<file path="src/rtl/htd_pkg.sv">
// Shared types, codes and defaults for the Huffman table stream decoder.
`default_nettype none

package htd_pkg;

   localparam int DEF_MAX_CODE_LEN = 12;
   localparam int DEF_MAX_SYMBOLS  = 256;

   // Frame parsing phases.
   localparam logic [2:0] PH_HEAD     = 3'd0;
   localparam logic [2:0] PH_COUPLES  = 3'd1;
   localparam logic [2:0] PH_PATTERNS = 3'd2;
   localparam logic [2:0] PH_DATA     = 3'd3;
   localparam logic [2:0] PH_DONE     = 3'd4;

   // Error codes carried on a result.
   localparam logic [2:0] ERR_NONE      = 3'd0;
   localparam logic [2:0] ERR_MAGIC     = 3'd1;
   localparam logic [2:0] ERR_COUPLES   = 3'd2;
   localparam logic [2:0] ERR_CODE_LEN  = 3'd3;
   localparam logic [2:0] ERR_BAD_CODE  = 3'd4;
   localparam logic [2:0] ERR_EMPTY     = 3'd5;

   localparam logic [7:0] MAGIC [4] = '{8'h48, 8'h45, 8'h33, 8'h0D};

   typedef struct packed {
      logic [7:0] in_byte;
      logic       frame_start;
   } htd_req_type;

   typedef struct packed {
      logic [7:0] out_byte;
      logic       is_last;
      logic       parity_ok;
      logic [2:0] error_code;
   } htd_rsp_type;

   typedef struct packed {
      logic take;
      logic clear_step;
      logic head_step;
      logic skip_step;
      logic skip_end;
      logic pat_bit;
      logic pat_end;
      logic dat_bit;
      logic dat_look;
   } htd_cmd_type;

   typedef struct packed {
      logic       out_free;
      logic [2:0] phase;
      logic       head_begin;
      logic       skip_more;
      logic       cidx_lt;
      logic       bits_done;
      logic       pat_store;
      logic       look_end;
      logic       clear_last;
      logic       dirty;
   } htd_sts_type;

endpackage

`default_nettype wire

</file>
<file path="src/rtl/htd_ctrl.sv">
// Sequencing state machine for the Huffman table stream decoder.
`default_nettype none

module htd_ctrl
   import htd_pkg::*;
(
   input  wire logic        clock,
   input  wire logic        reset,
   input  wire logic        req_valid,
   input  wire logic        req_frame_start,
   output logic             req_ready,
   output htd_cmd_type      cmd,
   input  wire htd_sts_type sts
);

   localparam logic [3:0] C_RCLR  = 4'd0;
   localparam logic [3:0] C_IDLE  = 4'd1;
   localparam logic [3:0] C_FCLR  = 4'd2;
   localparam logic [3:0] C_DISP  = 4'd3;
   localparam logic [3:0] C_FETCH = 4'd4;
   localparam logic [3:0] C_SKIP  = 4'd5;
   localparam logic [3:0] C_PBIT  = 4'd6;
   localparam logic [3:0] C_PEND  = 4'd7;
   localparam logic [3:0] C_DBIT  = 4'd8;
   localparam logic [3:0] C_DLOOK = 4'd9;

   logic [3:0] state_ff, state_in;
   logic       ctx_ff, ctx_in;

   always_ff @(posedge clock) begin
      if (reset) begin
         state_ff <= C_RCLR;
         ctx_ff   <= 1'b0;
      end else begin
         state_ff <= state_in;
         ctx_ff   <= ctx_in;
      end
   end

   assign req_ready = (state_ff == C_IDLE);

   always_comb begin
      cmd      = '0;
      state_in = state_ff;
      ctx_in   = ctx_ff;
      unique case (state_ff)
         C_RCLR: begin
            cmd.clear_step = 1'b1;
            if (sts.clear_last) state_in = C_IDLE;
         end
         C_IDLE: begin
            if (req_valid) begin
               cmd.take = 1'b1;
               state_in = (req_frame_start && sts.dirty) ? C_FCLR : C_DISP;
            end
         end
         C_FCLR: begin
            cmd.clear_step = 1'b1;
            if (sts.clear_last) state_in = C_DISP;
         end
         C_DISP: begin
            priority if (sts.phase == PH_PATTERNS) begin
               state_in = C_PBIT;
            end else if (sts.phase == PH_DATA) begin
               state_in = C_DBIT;
            end else if (sts.out_free) begin
               cmd.head_step = 1'b1;
               if (sts.head_begin) begin
                  ctx_in   = 1'b1;
                  state_in = C_FETCH;
               end else begin
                  state_in = C_IDLE;
               end
            end
         end
         // Wait state while the couple memories present the entry at the new index.
         C_FETCH: state_in = C_SKIP;
         C_SKIP: begin
            priority if (sts.skip_more) begin
               cmd.skip_step = 1'b1;
               state_in      = C_FETCH;
            end else if (!ctx_ff) begin
               state_in = C_PBIT;
            end else if (sts.out_free) begin
               cmd.skip_end = 1'b1;
               state_in     = C_IDLE;
            end
         end
         C_PBIT: begin
            if (sts.bits_done || !sts.cidx_lt) begin
               state_in = C_PEND;
            end else begin
               cmd.pat_bit = 1'b1;
               if (sts.pat_store) begin
                  ctx_in   = 1'b0;
                  state_in = C_FETCH;
               end
            end
         end
         C_PEND: begin
            if (sts.out_free) begin
               cmd.pat_end = 1'b1;
               state_in    = C_IDLE;
            end
         end
         C_DBIT: begin
            if (sts.bits_done) begin
               state_in = C_IDLE;
            end else begin
               cmd.dat_bit = 1'b1;
               state_in    = C_DLOOK;
            end
         end
         C_DLOOK: begin
            if (sts.out_free) begin
               cmd.dat_look = 1'b1;
               state_in     = sts.look_end ? C_IDLE : C_DBIT;
            end
         end
         default: state_in = C_IDLE;
      endcase
   end

endmodule

`default_nettype wire

</file>
<file path="config.mk">
export PLATFORM = sky130hd
export DESIGN_NAME = htd_ctrl
export DESIGN_NICKNAME = d
export VERILOG_FILES = /design/src/rtl/htd_pkg.sv /design/src/rtl/htd_ctrl.sv
export SDC_FILE = /design/constraint.sdc
export NUM_CORES = 1
export LEC_CHECK = 0
export ABC_CLOCK_PERIOD_IN_PS = 1730
export BUFFER_PORTS_ARGS = -buffer_cell sky130_fd_sc_hd__buf_4
export CORE_MARGIN = 5
export CORE_UTILIZATION = 45
export CTS_CLUSTER_SIZE = 14
export DETAILED_ROUTE_END_ITERATION = 8
export HOLD_SLACK_MARGIN = 0.08
export MAX_ROUTING_LAYER = met4
export PLACE_DENSITY = 0.77
export RECOVER_POWER = 100
export SLEW_MARGIN = 0
export SYNTH_ARGS = -nofsm -noshare
export SYNTH_HDL_FRONTEND = slang
export SYNTH_SLANG_ARGS = --single-unit
export TNS_END_PERCENT = 10
</file>
<file path="constraint.sdc">
create_clock -name clock -period 1.73 [get_ports clock]
set_clock_uncertainty 0.1 [all_clocks]
set_input_delay 0.173 -clock clock [delete_from_list [all_inputs] [get_ports clock]]
set_output_delay 0.173 -clock clock [all_outputs]
set_load 0.005 [all_outputs]
</file>
After elaboration in Yosys (flattened, before gate mapping). Index checks and enable logic that the tools add are counted.

Mux-type cells: 41. Eq/ne operators: 23. Reductions and logical operators: 8.

Operator list (count): 4-bit 2-to-1 mux (14); 4-bit case mux with 10 select lines (1); 1-bit 2-to-1 mux (23); 2-bit inequality test (second input constant) (10); 4-bit by 3-bit equality test with 1-bit output (second input constant) (4); 4-bit by 2-bit equality test with 1-bit output (second input constant) (2); 4-bit equality test (second input constant) (2); 7-bit AND reduction (1); 3-bit by 2-bit equality test with 1-bit output (second input constant) (2); 6-bit AND reduction (1); 4-bit by 1-bit equality test with 1-bit output (second input constant) (1); 4-bit logical NOT (1); 4-bit inequality test (second input constant) (1); 3-bit 2-to-1 mux (1); 3-bit inequality test (second input constant) (1); 2-bit 2-to-1 mux (1); 1-bit case mux with 2 select lines (1); 2-bit nonzero test (1); 2-bit OR reduction (1); 1-bit logical AND (1); 1-bit logical NOT (1); 1-bit logical OR (1).

Logic and storage cells: 74. Flip-flop bits (word level): 5. Output and inout port bits: 10. Input port bits: 16.

Longest topological paths before layout. Gate-level depths: netlist of run 1.

Depth after elaboration: 5. Depth in mapped cells: 6. Depth with buffers taken out: 5.

Worst setup path before layout of run 1. OpenSTA, ideal clock, no wires.

Path type: reg2reg. Start: register state_ff[3]. End: register state_ff[0]. Required time: 1.516 ns. Path buffers: 1. Arrival time: 1.117 ns. Slack: 0.399 ns. Stages on the path, launching flop included: 7. Clock period less this slack: 1.331 ns. Library setup time: 0.114 ns. Path through: dfxtp_1 > buf_6 > and4b_1 > a211oi_1 > o2111ai_1 > mux2i_1 > nor2_1.

Longest elaborated chain between the ends: 3. Elaborated cells between the ends (all ways): 18. Those cells by class: 15 x eq/ne; 1 x mux; 2 x reduce/logical.

Ends and longest elaborated chain: start, declared (RTL line htd_ctrl.sv:27) `logic [3:0] state_ff, state_in;`; start signal, assigned (RTL line htd_ctrl.sv:35) `state_ff <= state_in;`; 4-bit by 2-bit equality test with 1-bit output, or another cell as far along (RTL line htd_ctrl.sv:46) `unique case (state_ff)`; 4-bit inequality test (no line), or another cell as far along; 6-bit AND reduction (no line).

Several ways; a longest one is shown, not always the timed one. A chain may end at the register's enable or synchronous reset.

==> flow_metrics.py, run 1 <==
metrics = {
    "placement": {
        "placedInstanceArea_sq_um": 782,
        "placedCellCount": 113,
        "detailedPlacementHpwl_um": 1300,
        "globalplace.congestion": 0.832,
        "port-buffer-count": 25,
    },
    "sta": {
        "finalHoldViolCount": 0,
        "accumulated_negative_setup_slack_ps": 0,
        "unrepaired_setup_endpoints_after_global_routing": "false",
        "worst_pin_slew_ps": 326,
        "timing.final.max_slew_violations": 0,
        "fin_crit_sh": 0.925,
        "slew_headroom": 0.782,
        "timing.final.setup_violations": 0,
        "min_period_ps": 1600,
        "fmax_ghz": 0.625,
    },
    "yosys": {
        "synth.distinct_cells": 40,
        "netlist_top_cells_area": "sky130_fd_sc_hd__dfxtp_1 (17%), sky130_fd_sc_hd__nand2b_4 (7.0%), sky130_fd_sc_hd__nor2_1 (4.5%)",
        "synth_edf_count": 0,
        "postSynthCellCount": 74,
        "synth_top_area_share": 0.170,
        "synth_sequential_area_ratio": 0.170,
        "async_flop_share": 0,
        "synthesis.area_per_instance_sq_um": 7.95,
        "ys.warnings.count": 0,
        "postSynth.topFlopCell": "sky130_fd_sc_hd__dfxtp_1",
        "syn_nets": 90,
        "mappedNetlistArea_sq_um": 588,
        "largest_area_contributor_in_the_netlist": "sky130_fd_sc_hd__dfxtp_1",
        "ys_ff_latch": 5,
    },
    "route": {
        "drt_first_iter_violations": 19,
        "residual_drc": 0,
        "drtPass1Iterations": 4,
        "vias_post_dr": 680,
        "routed_wirelength_um": 1670,
        "detail-route-antenna-nets": 0,
        "detail_route.wl_per_cell_um": 14.1,
        "avgViaCountPerCell": 5.76,
    },
    "cells_and_area": {
        "layout.area.seq_sq_um": 106,
        "finalNonFillerCells": 118,
        "drive_above_1_share": 0.417,
        "mostFrequentLayoutCell": "sky130_fd_sc_hd__buf_4",
        "diodes": 0,
        "final.fill_count": 131,
        "multi_input_comb_area_sq_um": 430,
        "layout_common_cells": "sky130_fd_sc_hd__buf_4 (25), sky130_fd_sc_hd__nor2_1 (7), sky130_fd_sc_hd__clkbuf_4 (6)",
        "area_added_between_synthesis_and_finish_pct": 38.9,
        "fin_area_sq_um": 817,
        "layout.core_utilization": 0.644,
        "final_net_count": 120,
    },
    "hold_path": {
        "hold_path_depth": 3,
        "worst_hold_path_type": "in -> reg",
        "holdPathEnd": "ctx_ff",
        "hold_path.startpoint": "sts[7]",
    },
    "global_routing": {
        "grt_pass1_wl_um": 2710,
        "overflow": 0,
        "grt_max_degree": 16,
        "antenna_found_initial": 0,
        "grt_usage": 0.180,
        "first_global_vias": 629,
    },
    "critical_path": {
        "worst_path_fanout_max": 15,
        "r2r_setup_slack_ps": 210,
        "critPathKind": "reg -> out",
        "crit-reg2reg-capture": "state_ff[0]",
        "crit_path_top_delay_cell": "sky130_fd_sc_hd__dfxtp_2",
        "regToRegStartpoint": "state_ff[3]",
        "crit_arrival_ps": 1330,
        "startpoint_type": "register",
        "worst_path_dominant_cell_family": "simple AND/OR/NAND/NOR gates",
        "r2r_cells": 5,
        "worstPathCellList": "and4bb_1 -> and3_1 -> clkbuf_4",
        "crit_path_max_incr_delay_ps": 460,
        "worst_setup_path_end_kind": "output pin",
        "path_buf_inv": 1,
        "cp_data_required_time_ps": 1460,
    },
    "die": {
        "area_of_the_core_sq_mm": 0.00127,
        "die_width_um": 46.2,
        "die_height_um": 46.2,
        "initial_utilization": 0.464,
        "pin_count": 26,
        "die-area_sq_mm": 0.00213,
        "placementRows": 13,
    },
    "clock_network": {
        "clk_transition_reported_paths_ps": 50,
        "clock_insertion_delay_worst_skew_ps": 240,
        "tritoncts": "done",
        "root_buffer": "sky130_fd_sc_hd__clkbuf_4",
        "tritoncts.num_buffers": 3,
        "post_cts.repair.setup_buffers": 0,
        "htreeDepth": 1,
        "cts_buffer_depth": 2,
        "clkSinkCount": 5,
    },
    "power": {
        "total_leakage_power_nw": 0.351,
        "clock_power_share": 0.211,
        "part_of_the_total_power_dissipated_in_sequential_elements": 0.270,
        "irDropWorstVdd_mv": 0.544,
        "sw_frac_of_total": 0.394,
        "power_density_mw_per_mm2": 801,
        "power.share.combinational": 0.519,
        "total_switching_power_mw": 0.258,
        "total_power_mw": 0.655,
        "cell_internal_pwr_mw": 0.397,
    },
    "job": {
        "max_cap_viol_count": 0,
    },
    "outcome": {
        "status": "complete, no violations",
    },
}
## state kept, by name (all words and copies together) (netlist names)
name      count
ctx_ff        1
state_ff      4
## kinds of logic (layout without fill, tap and decap cells)
logic type             after synthesis  count (layout)  synth area share
AND/OR/NAND/NOR                     39              39             0.455
AO/OA/AOI/OAI                       21              21             0.272
buffers and inverters                8              37            0.0851
flip-flops                           5               5             0.170
multiplexers                         1               1            0.0170
## cell usage after synthesis, types with 3 or more instances
cell                       number
sky130_fd_sc_hd__nand2_1        3
sky130_fd_sc_hd__a21oi_1        3
sky130_fd_sc_hd__inv_1          4
sky130_fd_sc_hd__nor2_1         7
sky130_fd_sc_hd__dfxtp_1        5
sky130_fd_sc_hd__nor3_1         5
sky130_fd_sc_hd__nand2b_4       3
## worst max-delay path by stage
stage                 from          end  slack, ps  cells after the start
6_report       state_ff[0]       cmd[6]        130                      3
5_1_grt        state_ff[2]       cmd[4]         30                      5
4_1_cts        state_ff[3]       cmd[6]         40                      3
3_5_place_dp   state_ff[0]  state_ff[3]        160                      5
3_3_place_gp   state_ff[3]  state_ff[0]        170                      5
2_1_floorplan  state_ff[3]  state_ff[0]        400                      6
## worst reg2reg max path, cell delays in order (launching register included)
cell and delay [ps]:
sky130_fd_sc_hd__dfxtp_2 460, sky130_fd_sc_hd__and2b_1 250, sky130_fd_sc_hd__a21boi_2 120, sky130_fd_sc_hd__o21a_1 240, sky130_fd_sc_hd__mux2i_1 210, sky130_fd_sc_hd__nor2_1 50
## timing repair
action,CTS,global route
endpoints found under the hold margin,4,0
hold buffers,1,0
gates resized for setup,2,2
endpoints found under the setup margin,4,2
pin swaps,0,0
## layout make-up
cell class	instances	share of cell area
timing repair buffer	29	0.270
tap	15	0.0230
sequential	5	0.130
inverter	4	0.0184
multi-input combinational	61	0.527
clock buffer	4	0.0322
## per-stage QoR
stage,setup slack [ps],hold slack [ps]
5_1_grt,32.7,162
6_report,130,112
4_1_cts,37.6,104
2_1_floorplan,399,142
3_5_place_dp,161,277
3_3_place_gp,172,279
## power by group through the flow
stage | Combinational (mW) | Sequential, mW | Clock, mW
2_1_floorplan | 0.257 | 0.160 | 0
3_3_place_gp | 0.347 | 0.175 | 0
3_5_place_dp | 0.349 | 0.175 | 0
4_1_cts | 0.353 | 0.177 | 0.144
5_1_grt | 0.377 | 0.180 | 0.156
6_report | 0.340 | 0.177 | 0.138
## routing by layer
layer	track usage	wire length (um)
met1	0.216	717
met2	0.297	776
met3	0.0781	172
met4	0	0
met5	-	0
No activity file was read; power rests on OpenSTA's default activity.
==> run 2, diff against run 1 <==
- PLACE_DENSITY: 0.77 -> 0.82
==> run 2 against run 1 <==
  * Setup slack worse by 54 ps
  * Register-to-register slack better by 30 ps
  * Design area did not move
  * Via count is 5.4% higher
  * Worst hold slack improved by 6.3 ps
  * Largest power group unchanged
==> flow_metrics.py, run 2 (same netlist as run 1, synthesis figures left out) <==
metrics = {
    "clock_network": {
        "clkSinkCount": 5,
        "post_cts.repair.setup_buffers": 0,
        "clk_transition_reported_paths_ps": 40,
        "tritoncts.num_buffers": 3,
        "root_buffer": "sky130_fd_sc_hd__clkbuf_4",
        "cts_buffer_depth": 2,
        "tritoncts": "done",
        "clock_insertion_delay_worst_skew_ps": 250,
        "htreeDepth": 1,
    },
    "sta": {
        "fmax_ghz": 0.605,
        "timing.final.max_slew_violations": 0,
        "fin_crit_sh": 0.956,
        "timing.final.setup_violations": 0,
        "unrepaired_setup_endpoints_after_global_routing": "false",
        "min_period_ps": 1650,
        "slew_headroom": 0.747,
        "finalHoldViolCount": 0,
        "accumulated_negative_setup_slack_ps": 0,
        "worst_pin_slew_ps": 379,
    },
    "hold_path": {
        "worst_hold_path_type": "in -> reg",
        "hold_path_depth": 3,
    },
    "critical_path": {
        "worst_setup_path_end_kind": "output pin",
        "crit_path_top_delay_cell": "sky130_fd_sc_hd__dfxtp_2",
        "startpoint_type": "register",
        "path_buf_inv": 2,
        "path_depth": 4,
        "worst_path_dominant_cell_family": "flip-flops",
        "worst_path_fanout_max": 10,
        "crit_path_max_incr_delay_ps": 410,
        "crit_arrival_ps": 1380,
        "worstPathCellList": "clkbuf_2 -> nand2b_4 -> nor3_2 -> buf_4",
        "critPathKind": "reg -> out",
        "r2r_cells": 6,
        "cp_data_required_time_ps": 1460,
    },
    "die": {
        "placementRows": 13,
        "area_of_the_core_sq_mm": 0.00127,
        "pin_count": 26,
        "die-area_sq_mm": 0.00213,
        "die_width_um": 46.2,
        "die_height_um": 46.2,
        "initial_utilization": 0.464,
    },
    "power": {
        "power_density_mw_per_mm2": 821,
        "total_leakage_power_nw": 0.350,
        "total_power_mw": 0.671,
        "irDropWorstVdd_mv": 0.606,
    },
    "route": {
        "vias_post_dr": 717,
        "detail-route-antenna-nets": 0,
        "residual_drc": 0,
        "detail_route.wl_per_cell_um": 15.5,
        "routed_wirelength_um": 1830,
        "avgViaCountPerCell": 6.08,
        "drt_first_iter_violations": 20,
        "drtPass1Iterations": 4,
    },
    "global_routing": {
        "overflow": 0,
        "grt_pass1_wl_um": 2900,
        "grt.busiest_layer": "met2",
        "grt.met2_usage": 0.327,
        "grt_use_met3": 0.0664,
        "first_global_vias": 681,
        "grt_usage": 0.196,
        "grt_use_met1": 0.205,
        "grt_max_degree": 18,
        "antenna_found_initial": 0,
    },
    "cells_and_area": {
        "layout.area.seq_sq_um": 108,
        "mostFrequentLayoutCell": "sky130_fd_sc_hd__buf_4",
        "final.fill_count": 115,
        "biggestRegsByFlops": "state_ff (4), ctx_ff (1)",
        "diodes": 0,
        "area_added_between_synthesis_and_finish_pct": 38.9,
        "largest_register_ff_count": 4,
        "multi_input_comb_area_sq_um": 435,
        "drive_above_1_share": 0.417,
        "regMostFlops": "state_ff",
        "final_net_count": 120,
        "layout_common_cells": "sky130_fd_sc_hd__buf_4 (24), sky130_fd_sc_hd__nor2_1 (7), sky130_fd_sc_hd__nor3_1 (5), sky130_fd_sc_hd__clkbuf_4 (5), sky130_fd_sc_hd__inv_1 (4)",
    },
    "placement": {
        "detailedPlacementHpwl_um": 1370,
        "port-buffer-count": 25,
        "globalplace.congestion": 0.816,
    },
    "job": {
        "max_cap_viol_count": 0,
    },
    "outcome": {
        "status": "complete, no violations",
    },
}
## run 2: per-stage QoR
| step | std cells | area [sq um] | util | hold WS [ps] | worst slack, ps |
|---|---|---|---|---|---|
| floorplan | 74 | 588 | - | 142 | 399 |
| global placement | 113 | 782 | 0.616 | 284 | 143 |
| detailed placement | 113 | 782 | 0.616 | 278 | 82.6 |
| CTS | 118 | 820 | 0.646 | 109 | 20.7 |
| global route | 118 | 817 | 0.644 | 146 | 22.6 |
| finish | 118 | 817 | 0.644 | 118 | 76.5 |
## run 2: final cells by class
class	count	share of cell area
clock buffer	4	0.0322
sequential	5	0.132
inverter	4	0.0184
tap	15	0.0230
multi-input combinational	61	0.533
timing repair buffer	29	0.262
## run 2: worst paths after layout
check,from,endpoint,slack [ps]
hold / removal,sts[7],ctx_ff,120
hold reg to reg,state_ff[2],state_ff[2],460
setup / recovery,state_ff[1],cmd[3],80
setup reg to reg,state_ff[0],state_ff[3],240
## run 2: repair_timing
action / in CTS / in global routing
resized for setup: 1 / 4
hold endpoints to repair: 4 / 0
hold buffers: 1 / 0
setup endpoints to repair: 5 / 6
## run 2: where the power goes
part / leakage (nW) / internal [mW] / switching (mW) / total, mW
Sequential: 0.0427 / 0.141 / 0.0582 / 0.200
Combinational: 0.292 / 0.171 / 0.162 / 0.333
Clock: 0.0150 / 0.0874 / 0.0510 / 0.138
Total: 0.350 / 0.399 / 0.272 / 0.671
## run 2: layer usage
metal / up-vias / part of all wire
met1: 324 / 0.41
met3: 8 / 0.084
met5: - / 0
li1: 341 / -
met2: 44 / 0.46
met4: 0 / 0.042
## run 2: worst min-delay path, stage by stage
cell                      delay, ps
sky130_fd_sc_hd__buf_4           90
sky130_fd_sc_hd__a22oi_1         70
sky130_fd_sc_hd__nor2_1          80
